File: src/design/vefe_pkg.sv
`timescale 1ns / 1ps
// shared types, constants and the microcode rom of the voxel exposed-face emitter
// no dependencies; every other module of the block but vefe_ram imports this package

package vefe_pkg;

	localparam int DIM_BITS    = 5;
	localparam int TYPE_BITS   = 8;
	localparam int DIM_SIZE    = 1 << DIM_BITS;
	localparam int ADDR_W      = 3 * DIM_BITS;
	localparam int STORE_DEPTH = 1 << ADDR_W;
	localparam int VALUE_W     = 8;
	localparam int EXT_W       = 6;
	localparam int COORD_W     = 6;
	localparam int CFG_IDX_W   = 2;
	localparam int CFG_DATA_W  = 8;
	localparam int PC_W        = 5;
	localparam int NUM_FACES   = 6;
	localparam int FACE_W      = 3;
	localparam int TRI_VERTS   = 3;

	localparam logic OP_WRITE = 1'b0;
	localparam logic OP_MESH  = 1'b1;

	localparam logic [CFG_IDX_W-1:0] CFG_TARGET_TYPE = CFG_IDX_W'(0);
	localparam logic [CFG_IDX_W-1:0] CFG_GRID_WIDTH  = CFG_IDX_W'(1);
	localparam logic [CFG_IDX_W-1:0] CFG_GRID_HEIGHT = CFG_IDX_W'(2);
	localparam logic [CFG_IDX_W-1:0] CFG_GRID_DEPTH  = CFG_IDX_W'(3);

	localparam logic [CFG_DATA_W-1:0] TARGET_RST = CFG_DATA_W'(1);
	localparam logic [EXT_W-1:0]      EXT_RST    = EXT_W'(32);

	localparam logic [1:0] PLANE_YZ = 2'd0;
	localparam logic [1:0] PLANE_XZ = 2'd1;
	localparam logic [1:0] PLANE_XY = 2'd2;

	localparam logic [FACE_W-1:0] FACE_LEFT   = FACE_W'(0);
	localparam logic [FACE_W-1:0] FACE_RIGHT  = FACE_W'(1);
	localparam logic [FACE_W-1:0] FACE_FRONT  = FACE_W'(2);
	localparam logic [FACE_W-1:0] FACE_BACK   = FACE_W'(3);
	localparam logic [FACE_W-1:0] FACE_BOTTOM = FACE_W'(4);
	localparam logic [FACE_W-1:0] FACE_TOP    = FACE_W'(5);

	// vertex offsets {dx, dy, down}, two triangles per face
	localparam logic [2:0] FACE_VERTS [NUM_FACES][2*TRI_VERTS] = '{
		'{3'b001, 3'b000, 3'b010, 3'b010, 3'b011, 3'b001},
		'{3'b101, 3'b111, 3'b110, 3'b110, 3'b100, 3'b101},
		'{3'b001, 3'b101, 3'b100, 3'b100, 3'b000, 3'b001},
		'{3'b111, 3'b011, 3'b010, 3'b010, 3'b110, 3'b111},
		'{3'b011, 3'b111, 3'b101, 3'b101, 3'b001, 3'b011},
		'{3'b000, 3'b100, 3'b110, 3'b110, 3'b010, 3'b000}
	};

	typedef logic [PC_W-1:0] pc_t;

	localparam pc_t PC_END  = PC_W'(20);

	typedef struct packed {
		logic                 op;
		logic [DIM_BITS-1:0]  pos_x;
		logic [DIM_BITS-1:0]  pos_y;
		logic [DIM_BITS-1:0]  pos_z;
		logic [VALUE_W-1:0]   tile_value;
	} item_t;

	typedef struct packed {
		logic [COORD_W-1:0] ax;
		logic [COORD_W-1:0] ay;
		logic [COORD_W-1:0] az;
		logic [COORD_W-1:0] bx;
		logic [COORD_W-1:0] by;
		logic [COORD_W-1:0] bz;
		logic [COORD_W-1:0] cx;
		logic [COORD_W-1:0] cy;
		logic [COORD_W-1:0] cz;
		logic [1:0]         plane;
		logic               last;
	} face_tri_t;

	typedef enum logic [2:0] {
		NB_CENTER,
		NB_LEFT,
		NB_RIGHT,
		NB_FRONT,
		NB_BACK,
		NB_BOTTOM,
		NB_TOP
	} nbr_t;

	typedef enum logic [1:0] {
		J_NONE,
		J_SKIP,
		J_NOMATCH,
		J_NOFACE
	} jcond_t;

	typedef struct packed {
		logic              rd;
		nbr_t              rd_nbr;
		logic              cap;
		logic [FACE_W-1:0] cap_face;
		logic              wr;
		logic              emit;
		logic [FACE_W-1:0] face;
		logic              tri_hi;
		jcond_t            jmp;
		pc_t               jmp_to;
		logic              done;
	} ucode_t;

	typedef struct packed {
		logic                 skip;
		logic                 nomatch;
		logic [NUM_FACES-1:0] exposed;
		logic                 blocked;
	} seq_stat_t;

	typedef struct packed {
		logic              busy;
		logic              done;
		logic              wr;
		logic              rd;
		nbr_t              rd_nbr;
		logic              cap;
		logic [FACE_W-1:0] cap_face;
		logic              emit;
		logic [FACE_W-1:0] face;
		logic              tri_hi;
	} seq_cmd_t;

	function automatic ucode_t uw(logic rd, nbr_t rn, logic cap, logic [FACE_W-1:0] cf,
			logic wr, logic em, logic [FACE_W-1:0] f, logic th, jcond_t j, pc_t jt,
			logic dn);
		ucode_t u;
		u.rd       = rd;
		u.rd_nbr   = rn;
		u.cap      = cap;
		u.cap_face = cf;
		u.wr       = wr;
		u.emit     = em;
		u.face     = f;
		u.tri_hi   = th;
		u.jmp      = j;
		u.jmp_to   = jt;
		u.done     = dn;
		return u;
	endfunction

	// program: check and center read, six neighbor reads, twelve emit steps, close
	function automatic ucode_t ucode_rom(pc_t pc);
		ucode_t u;
		unique case (pc)
			PC_W'(0):  u = uw(1'b1, NB_CENTER, 1'b0, FACE_LEFT,   1'b1, 1'b0, FACE_LEFT,
					1'b0, J_SKIP, PC_END, 1'b0);
			PC_W'(1):  u = uw(1'b1, NB_LEFT,   1'b0, FACE_LEFT,   1'b0, 1'b0, FACE_LEFT,
					1'b0, J_NOMATCH, PC_END, 1'b0);
			PC_W'(2):  u = uw(1'b1, NB_RIGHT,  1'b1, FACE_LEFT,   1'b0, 1'b0, FACE_LEFT,
					1'b0, J_NONE, PC_END, 1'b0);
			PC_W'(3):  u = uw(1'b1, NB_FRONT,  1'b1, FACE_RIGHT,  1'b0, 1'b0, FACE_LEFT,
					1'b0, J_NONE, PC_END, 1'b0);
			PC_W'(4):  u = uw(1'b1, NB_BACK,   1'b1, FACE_FRONT,  1'b0, 1'b0, FACE_LEFT,
					1'b0, J_NONE, PC_END, 1'b0);
			PC_W'(5):  u = uw(1'b1, NB_BOTTOM, 1'b1, FACE_BACK,   1'b0, 1'b0, FACE_LEFT,
					1'b0, J_NONE, PC_END, 1'b0);
			PC_W'(6):  u = uw(1'b1, NB_TOP,    1'b1, FACE_BOTTOM, 1'b0, 1'b0, FACE_LEFT,
					1'b0, J_NONE, PC_END, 1'b0);
			PC_W'(7):  u = uw(1'b0, NB_CENTER, 1'b1, FACE_TOP,    1'b0, 1'b0, FACE_LEFT,
					1'b0, J_NONE, PC_END, 1'b0);
			PC_W'(8):  u = uw(1'b0, NB_CENTER, 1'b0, FACE_LEFT, 1'b0, 1'b1, FACE_LEFT,
					1'b0, J_NOFACE, PC_W'(10), 1'b0);
			PC_W'(9):  u = uw(1'b0, NB_CENTER, 1'b0, FACE_LEFT, 1'b0, 1'b1, FACE_LEFT,
					1'b1, J_NONE, PC_END, 1'b0);
			PC_W'(10): u = uw(1'b0, NB_CENTER, 1'b0, FACE_LEFT, 1'b0, 1'b1, FACE_RIGHT,
					1'b0, J_NOFACE, PC_W'(12), 1'b0);
			PC_W'(11): u = uw(1'b0, NB_CENTER, 1'b0, FACE_LEFT, 1'b0, 1'b1, FACE_RIGHT,
					1'b1, J_NONE, PC_END, 1'b0);
			PC_W'(12): u = uw(1'b0, NB_CENTER, 1'b0, FACE_LEFT, 1'b0, 1'b1, FACE_FRONT,
					1'b0, J_NOFACE, PC_W'(14), 1'b0);
			PC_W'(13): u = uw(1'b0, NB_CENTER, 1'b0, FACE_LEFT, 1'b0, 1'b1, FACE_FRONT,
					1'b1, J_NONE, PC_END, 1'b0);
			PC_W'(14): u = uw(1'b0, NB_CENTER, 1'b0, FACE_LEFT, 1'b0, 1'b1, FACE_BACK,
					1'b0, J_NOFACE, PC_W'(16), 1'b0);
			PC_W'(15): u = uw(1'b0, NB_CENTER, 1'b0, FACE_LEFT, 1'b0, 1'b1, FACE_BACK,
					1'b1, J_NONE, PC_END, 1'b0);
			PC_W'(16): u = uw(1'b0, NB_CENTER, 1'b0, FACE_LEFT, 1'b0, 1'b1, FACE_BOTTOM,
					1'b0, J_NOFACE, PC_W'(18), 1'b0);
			PC_W'(17): u = uw(1'b0, NB_CENTER, 1'b0, FACE_LEFT, 1'b0, 1'b1, FACE_BOTTOM,
					1'b1, J_NONE, PC_END, 1'b0);
			PC_W'(18): u = uw(1'b0, NB_CENTER, 1'b0, FACE_LEFT, 1'b0, 1'b1, FACE_TOP,
					1'b0, J_NOFACE, PC_END, 1'b0);
			PC_W'(19): u = uw(1'b0, NB_CENTER, 1'b0, FACE_LEFT, 1'b0, 1'b1, FACE_TOP,
					1'b1, J_NONE, PC_END, 1'b0);
			default:   u = uw(1'b0, NB_CENTER, 1'b0, FACE_LEFT, 1'b0, 1'b0, FACE_LEFT,
					1'b0, J_NONE, PC_END, 1'b1);
		endcase
		return u;
	endfunction

	function automatic logic [1:0] face_plane(logic [FACE_W-1:0] f);
		logic [1:0] p;
		unique case (f) inside
			FACE_LEFT, FACE_RIGHT:  p = PLANE_YZ;
			FACE_FRONT, FACE_BACK:  p = PLANE_XZ;
			default:                p = PLANE_XY;
		endcase
		return p;
	endfunction

	// extents above the store size count as the full store
	function automatic logic [EXT_W-1:0] ext_clamp(logic [EXT_W-1:0] v);
		logic [EXT_W-1:0] r;
		r = v;
		if (32'(v) > DIM_SIZE) r = EXT_W'(DIM_SIZE);
		return r;
	endfunction

endpackage

File: src/design/vefe_seq.sv
`timescale 1ns / 1ps
// microcode sequencer: step counter, control rom lookup and conditional jumps
// depends on vefe_pkg (rom contents, control and status structs)

module vefe_seq
	import vefe_pkg::*;
(
	input  logic      clk,
	input  logic      arst_n,
	input  logic      start,
	input  seq_stat_t stat,
	output seq_cmd_t  cmd
);

	pc_t    pc_q;
	logic   busy_q;
	pc_t    pc_d;
	logic   busy_d;
	ucode_t uc;
	logic   face_ok;
	logic   hold;
	logic   jump;

	assign uc = ucode_rom(pc_q);

	always_comb begin
		face_ok = stat.exposed[uc.face];
		// an emit step waits while the output register is full and out_ready is low
		hold    = busy_q & uc.emit & face_ok & stat.blocked;

		unique case (uc.jmp)
			J_NONE:    jump = 1'b0;
			J_SKIP:    jump = stat.skip;
			J_NOMATCH: jump = stat.nomatch;
			J_NOFACE:  jump = ~face_ok;
			default:   jump = 1'b0;
		endcase

		pc_d   = pc_q;
		busy_d = busy_q;
		if (start) begin
			busy_d = 1'b1;
			pc_d   = '0;
		end else if (busy_q && !hold) begin
			if (uc.done) begin
				busy_d = 1'b0;
				pc_d   = '0;
			end else if (jump) begin
				pc_d = uc.jmp_to;
			end else begin
				pc_d = pc_q + PC_W'(1);
			end
		end

		cmd.busy     = busy_q;
		cmd.done     = busy_q & uc.done;
		cmd.wr       = busy_q & uc.wr;
		cmd.rd       = busy_q & uc.rd;
		cmd.rd_nbr   = uc.rd_nbr;
		cmd.cap      = busy_q & uc.cap;
		cmd.cap_face = uc.cap_face;
		cmd.emit     = busy_q & uc.emit & face_ok & ~stat.blocked;
		cmd.face     = uc.face;
		cmd.tri_hi   = uc.tri_hi;
	end

	always_ff @(posedge clk or negedge arst_n) begin
		if (!arst_n) begin
			busy_q <= 1'b0;
			pc_q   <= '0;
		end else begin
			busy_q <= busy_d;
			pc_q   <= pc_d;
		end
	end

	a_pc_in_program: assert property (@(posedge clk) disable iff (!arst_n)
		busy_q |-> pc_q <= PC_END)
		else $error("step counter ran past the end of the program");

	a_idle_pc_home: assert property (@(posedge clk) disable iff (!arst_n)
		!busy_q |-> pc_q == '0)
		else $error("step counter not at entry while idle");

endmodule

File: config.mk
export PLATFORM = sky130hd
export DESIGN_NAME = vefe_seq
export DESIGN_NICKNAME = d
export VERILOG_FILES = /design/src/design/vefe_pkg.sv /design/src/design/vefe_seq.sv
export SDC_FILE = /design/constraint.sdc
export NUM_CORES = 1
export LEC_CHECK = 0
export ABC_AREA = 0
export BUFFER_PORTS_ARGS = -buffer_cell sky130_fd_sc_hd__buf_2
export CAP_MARGIN = 15
export CELL_PAD_IN_SITES_DETAIL_PLACEMENT = 1
export CELL_PAD_IN_SITES_GLOBAL_PLACEMENT = 1
export CORE_MARGIN = 4
export CORE_UTILIZATION = 36
export DETAILED_ROUTE_END_ITERATION = 10
export GPL_TIMING_DRIVEN = 1
export HOLD_SLACK_MARGIN = 0.12
export PLACE_DENSITY_LB_ADDON = 0.1
export SLEW_MARGIN = 20
export SYNTH_ARGS = -nofsm -noshare
export SYNTH_HDL_FRONTEND = slang
export SYNTH_SLANG_ARGS = --single-unit
File: constraint.sdc
create_clock -name clk -period 2.9 [get_ports clk]
set_input_delay 0 -clock clk [delete_from_list [all_inputs] [get_ports clk]]
set_output_delay 0 -clock clk [all_outputs]
set_load 0.05 [all_outputs]
==> results of run 1 <==
==> final cells by class <==
cell class / count / area, sq um / share of cell area
inverter: 5 / 18.8 / 0.0176
multi-input combinational: 83 / 661 / 0.619
clock buffer: 3 / 22.5 / 0.0211
timing repair buffer: 32 / 180 / 0.169
tap: 28 / 35.0 / 0.0328
sequential: 6 / 150 / 0.141
==> power by group <==
group	leakage [nW]	switching (mW)	total, mW	internal, mW
Sequential	0.0756	0.0703	0.178	0.108
Combinational	0.404	0.581	0.887	0.306
Clock	0.0138	0.0325	0.0795	0.0470
Total	0.493	0.684	1.14	0.461
==> layout by cell type (no fill, tap or decap), types with 3 or more instances in the layout <==
| cell | count |
|---|---|
| dfrtp_1 | 6 |
| ha_1 | 7 |
| and2_1 | 3 |
| clkbuf_4 | 3 |
| o2bb2ai_1 | 4 |
| buf_2 | 27 |
| and3_1 | 5 |
| nor4b_2 | 3 |
| dlygate4sd3_1 | 3 |
| nand2_1 | 3 |
| o21ai_0 | 3 |
| inv_1 | 5 |
| nand2b_1 | 3 |
| nor2_1 | 13 |
| mux2i_1 | 4 |
| o21ai_1 | 3 |
==> routing by layer <==
layer  GRT usage  part of all wire
met5           0                 0
met4      0.0298            0.0094
met3      0.0475             0.042
met2       0.292              0.49
met1       0.224              0.45
==> kinds of logic (layout without fill, tap and decap cells) <==
group,Yosys count,after routing
AOI/OAI and AO/OA,26,26
DFF,6,6
buffers and inverters,11,40
and+or+nand+nor,43,43
adders and majority gates,7,7
muxes,7,7
==> sequential cells by signal, indices dropped and copies added (netlist names) <==
| name | cells |
|---|---|
| pc_q | 5 |
| busy_q | 1 |
==> path summary, 6_finish.rpt <==
path,slack [ps],end,cells past startpoint,from
worst max-delay path,500,pc_q[2]$_DFFE_PN0P_,8,pc_q[0]$_DFFE_PN0P_
worst min-delay path,330,cmd[4],3,stat[0]
worst max register to register,500,pc_q[2]$_DFFE_PN0P_,8,pc_q[0]$_DFFE_PN0P_
worst min register to register,560,pc_q[1]$_DFFE_PN0P_,1,pc_q[1]$_DFFE_PN0P_
max in group asynchronous,1960,pc_q[0]$_DFFE_PN0P_,3,arst_n
min in group asynchronous,690,pc_q[3]$_DFFE_PN0P_,3,arst_n
==> worst max-delay path, cell delays in order (launching register included) <==
cell	delay (ps)
dfrtp_1	450
inv_1	210
ha_1	280
nor3b_1	210
a211oi_1	80
o41ai_2	350
o21a_2	250
mux2_2	350
o2bb2ai_1	130
==> metrics by stage <==
step / std cells / hold WS, ps
4_1_cts: 157 / 309
6_report: 157 / 335
3_5_place_dp: 151 / -165
5_1_grt: 157 / 342
2_1_floorplan: 100 / -296
3_3_place_gp: 151 / -170
==> results.sh, run 1 <==
export IMPL_clock_sinks=6
export IMPL_relSlewSlack=0.595
export IMPL_fp_dieH_um=57.1
export IMPL_grt_overflow=0
export IMPL_drtAntennaViolNets=0
export IMPL_initial_core_util=0.385
export IMPL_ys_warn_count=0
export IMPL_nFillCells=298
export IMPL_final_hold_violation_count=0
export IMPL_synthArstFlopShare=1.00
export IMPL_fmax_mhz=417
export IMPL_core_area_sq_mm=0.00225
export IMPL_fin_tns_setup_ps=0
export IMPL_finalSetupViolations=0
export IMPL_yosysTopAreaCellShare=0.173
export IMPL_clockBufferDepth=2
export IMPL_synth_top_area_cell="dfrtp_1"
export IMPL_synth_nets=119
export IMPL_clock_latency_ps=250
export IMPL_n_antenna_cell=0
export IMPL_syn2layout_area_growth_pct=22.9
export IMPL_synth_top_family_by_area="simple AND/OR/NAND/NOR gates"
export IMPL_required_ps=3060
export IMPL_max_cap_violations=0
export IMPL_postLayoutCellArea_sq_mm=0.00107
export IMPL_dpl_worst_slack_ps=531
export IMPL_synth_most_common_cell="nor2_1"
export IMPL_syn_cell_area_sq_um=868
export IMPL_ys_seq_elements=6
export IMPL_synth_xor_area_share=0
export IMPL_min_period_ps=2400
export IMPL_finalCritPeriodShare=0.827
export IMPL_p_total_mw=1.14
export IMPL_routed_via_density=5.64
export IMPL_cts_resized=0
export IMPL_placed_area_sq_mm=0.00101
export IMPL_cts_made_buffers=3
export IMPL_die_w_um=57.1
export IMPL_synthTopCellsByArea="dfrtp_1 (17%), ha_1 (10%), nor2_1 (5.6%), mux2i_1 (4.6%), o2bb2ai_1 (4.0%)"
export IMPL_firstDrtPassIters=4
export IMPL_rows=17
export IMPL_nNetsFinal=150
export IMPL_end_kind="register"
export IMPL_grt_setup_unrepaired="no"
export IMPL_portBuffers=27
export IMPL_clk_pin_slew_ps=40
export IMPL_synth_distinct_cells=41
export IMPL_syn_area_per_cell_sq_um=8.68
export IMPL_finalClockSkew_ps=16.3
export IMPL_io_pins=28
export IMPL_antenna_found_initial=0
export IMPL_ys_flop_type="dfrtp_1"
export IMPL_grt_first_pass_wirelength_um=4540
export IMPL_muxShareOfSynthArea=0.0850
export IMPL_wire_per_inst_um=16.9
export IMPL_synth_simple_area_share=0.310
export IMPL_power_density_mw_per_mm2=1070
export IMPL_synth_compound_area_frac=0.258
export IMPL_p_leak_nw=0.493
export IMPL_hp_class="input pin to output pin"
export IMPL_postCtsHoldBufs=3
export IMPL_wl_um=2650
export IMPL_dieArea_sq_mm=0.00326
export IMPL_layout_drive_gt1_share=0.364
export IMPL_startpoint_type="register"
export IMPL_worst_path_max_fanout=8
export IMPL_worstMarginPinSlew_ps=607
export IMPL_root_buffer="clkbuf_4"
export IMPL_peakVddDrop_mv=0.527
export IMPL_grtUsageTotal=0.173
export IMPL_drcViolationCount=0
export IMPL_status="finished, final reports clean"
export IMPL_crit_arrival_ps=2560
export IMPL_cts_htree_levels=1
export IMPL_gp_congestion=0.858
export IMPL_post_route_util=0.473
export IMPL_synth_edff_count=0
export IMPL_cts_tree="yes"
export IMPL_yosys_top_cells_count="nor2_1 (13), ha_1 (7), dfrtp_1 (6), and3_1 (5), inv_1 (5)"
export IMPL_grt_max_degree=18
export IMPL_ys_seq_area_frac=0.173
export IMPL_grt_pass1_vias=957
export IMPL_crit_type="register to register"
export IMPL_cts_setup_buffers=0
export IMPL_vias=885
export IMPL_synth_cells=100
export IMPL_setup_slack_ps=502
export IMPL_drt_iter0_drc=21
export IMPL_synth_adder_area_share=0.101
export IMPL_slew_viol_final=0
export IMPL_dp_hpwl_um=2020
Power figures use the tool's default switching activity.
==> inputs of run 2 (changes only) <==
- CORE_UTILIZATION: 36 -> 33
- clock period: 2.9 -> 1.9 ns (I/O delays scaled with it)
==> results.sh, run 2 (synthesized netlist as in run 1, its figures left out) <==
export IMPL_dieArea_sq_mm=0.00352
export IMPL_portBuffers=27
export IMPL_crit_arrival_ps=2220
export IMPL_regMostFlops="pc_q"
export IMPL_layout_drive_gt1_share=0.639
export IMPL_power_density_mw_per_mm2=1710
export IMPL_crit_type="register to register"
export IMPL_wire_per_inst_um=20.3
export IMPL_wl_um=3980
export IMPL_cts_tree="yes"
export IMPL_fin_tns_setup_ps=-894
export IMPL_final_hold_violation_count=0
export IMPL_grt_overflow=0
export IMPL_status="finished, violations left"
export IMPL_dp_cells=177
export IMPL_drt_iter0_drc=33
export IMPL_vias=1081
export IMPL_crit_chain="buf_4, mux2_2, a32oi_4, buf_4, o21a_4, buf_6, mux2i_1, o2bb2ai_1"
export IMPL_n_antenna_cell=0
export IMPL_cpLargestDelayFamily="multiplexers"
export IMPL_gp_congestion=0.873
export IMPL_end_kind="register"
export IMPL_initial_core_util=0.347
export IMPL_io_pins=28
export IMPL_required_ps=2040
export IMPL_drtAntennaViolNets=0
export IMPL_reg_top3="pc_q x5, busy_q x1"
export IMPL_slowest_stage="dfrtp_2"
export IMPL_grt_setup_unrepaired="yes"
export IMPL_grtUsageTotal=0.207
export IMPL_cts_htree_levels=1
export IMPL_cpMostUsedCell="buf_4"
export IMPL_finalCritPeriodShare=1.09
export IMPL_grt_max_degree=12
export IMPL_finalSetupViolations=6
export IMPL_core_area_sq_mm=0.00250
export IMPL_cts_made_buffers=3
export IMPL_regArea_sq_um=155
export IMPL_rows=18
export IMPL_final_cell_mix="buf_4 (36), buf_2 (27), nor2_1 (9)"
export IMPL_fmax_mhz=483
export IMPL_slew_viol_final=0
export IMPL_max_cap_violations=0
export IMPL_setup_slack_ps=-171
export IMPL_root_buffer="clkbuf_4"
export IMPL_fp_dieH_um=59.3
export IMPL_worst_path_max_fanout=8
export IMPL_crit_buf_inv=3
export IMPL_relSlewSlack=0.763
export IMPL_multi_input_area_sq_um=798
export IMPL_hp_class="input pin to output pin"
export IMPL_largest_reg_flops=5
export IMPL_finalClockSkew_ps=11.8
export IMPL_grt_first_pass_wirelength_um=5330
export IMPL_peakVddDrop_mv=0.982
export IMPL_cpPeakStageDelay_ps=480
export IMPL_firstDrtPassIters=5
export IMPL_p_leak_nw=0.714
export IMPL_routed_via_density=5.52
export IMPL_clock_sinks=6
export IMPL_worstMarginPinSlew_ps=355
export IMPL_nFillCells=293
export IMPL_syn2layout_area_growth_pct=72.3
export IMPL_dpl_worst_slack_ps=-181
export IMPL_mostFrequentLayoutCell="buf_4"
export IMPL_dp_hpwl_um=2460
export IMPL_clockBufferDepth=2
export IMPL_stdcell_count=196
export IMPL_whs_ps=303
export IMPL_violations="negative setup slack"
export IMPL_nNetsFinal=186
export IMPL_min_period_ps=2070
export IMPL_startpoint_type="register"
export IMPL_drcViolationCount=0
export IMPL_clk_pin_slew_ps=60
export IMPL_grt_pass1_vias=1032
export IMPL_die_w_um=59.3
export IMPL_clock_latency_ps=270
export IMPL_antenna_found_initial=0
## run 2: per-stage QoR
stage | area, sq um | total power [mW] | util
after global placement | 1240 | 1.91 | 0.497
after detailed placement | 1240 | 1.96 | 0.497
after CTS | 1410 | 2.30 | 0.564
after floorplan | 925 | 1.41 | -
after global routing | 1500 | 2.71 | 0.599
final | 1500 | 2.55 | 0.599
## run 2: area by class of cell
class,instances,area share
timing repair buffer,68,0.306
sequential,6,0.104
multi-input combinational,83,0.533
tap,30,0.0251
clock buffer,4,0.0176
inverter,5,0.0142
## run 2: worst reg2reg max path: cells and delay by family, from the launching register on
kind	cells	cell delay (ps)
buffers and inverters	3	410
flip-flops	1	480
AO/OA/AOI/OAI	3	520
multiplexers	2	530
## run 2: timing repair
item / in CTS / in global routing
gates resized for setup: 15 / 11
buffers inserted: 6 / 6
pin swaps: 4 / 6
cloned: 0 / 0
hold endpoints to repair: 8 / 0
setup endpoints to repair: 8 / 9
hold buffers: 3 / 0
## run 2: power by group
group | switching, mW | total (mW) | internal [mW]
combinational | 1.23 | 2.16 | 0.929
sequential | 0.0861 | 0.257 | 0.171
clock | 0.0605 | 0.141 | 0.0805
total | 1.37 | 2.55 | 1.18
## run 2: worst paths after layout
kind	start	endpoint	slack, ps	depth (start not counted)
max in group asynchronous	arst_n	pc_q[3]$_DFFE_PN0P_	1000	3
hold reg to reg	busy_q$_DFFE_PN0P_	busy_q$_DFFE_PN0P_	690	1
hold / removal	stat[0]	cmd[4]	300	3
setup / recovery	pc_q[1]$_DFFE_PN0P_	pc_q[1]$_DFFE_PN0P_	-170	8
setup reg to reg	pc_q[1]$_DFFE_PN0P_	pc_q[1]$_DFFE_PN0P_	-170	8
min in group asynchronous	arst_n	pc_q[0]$_DFFE_PN0P_	650	3
## run 2: per-layer routing
| layer | wire length [um] | track usage |
|---|---|---|
| met1 | 1650 | 0.259 |
| met2 | 2120 | 0.367 |
| met3 | 117 | 0.0414 |
| met4 | 91 | 0.0388 |
| met5 | 0 | 0 |
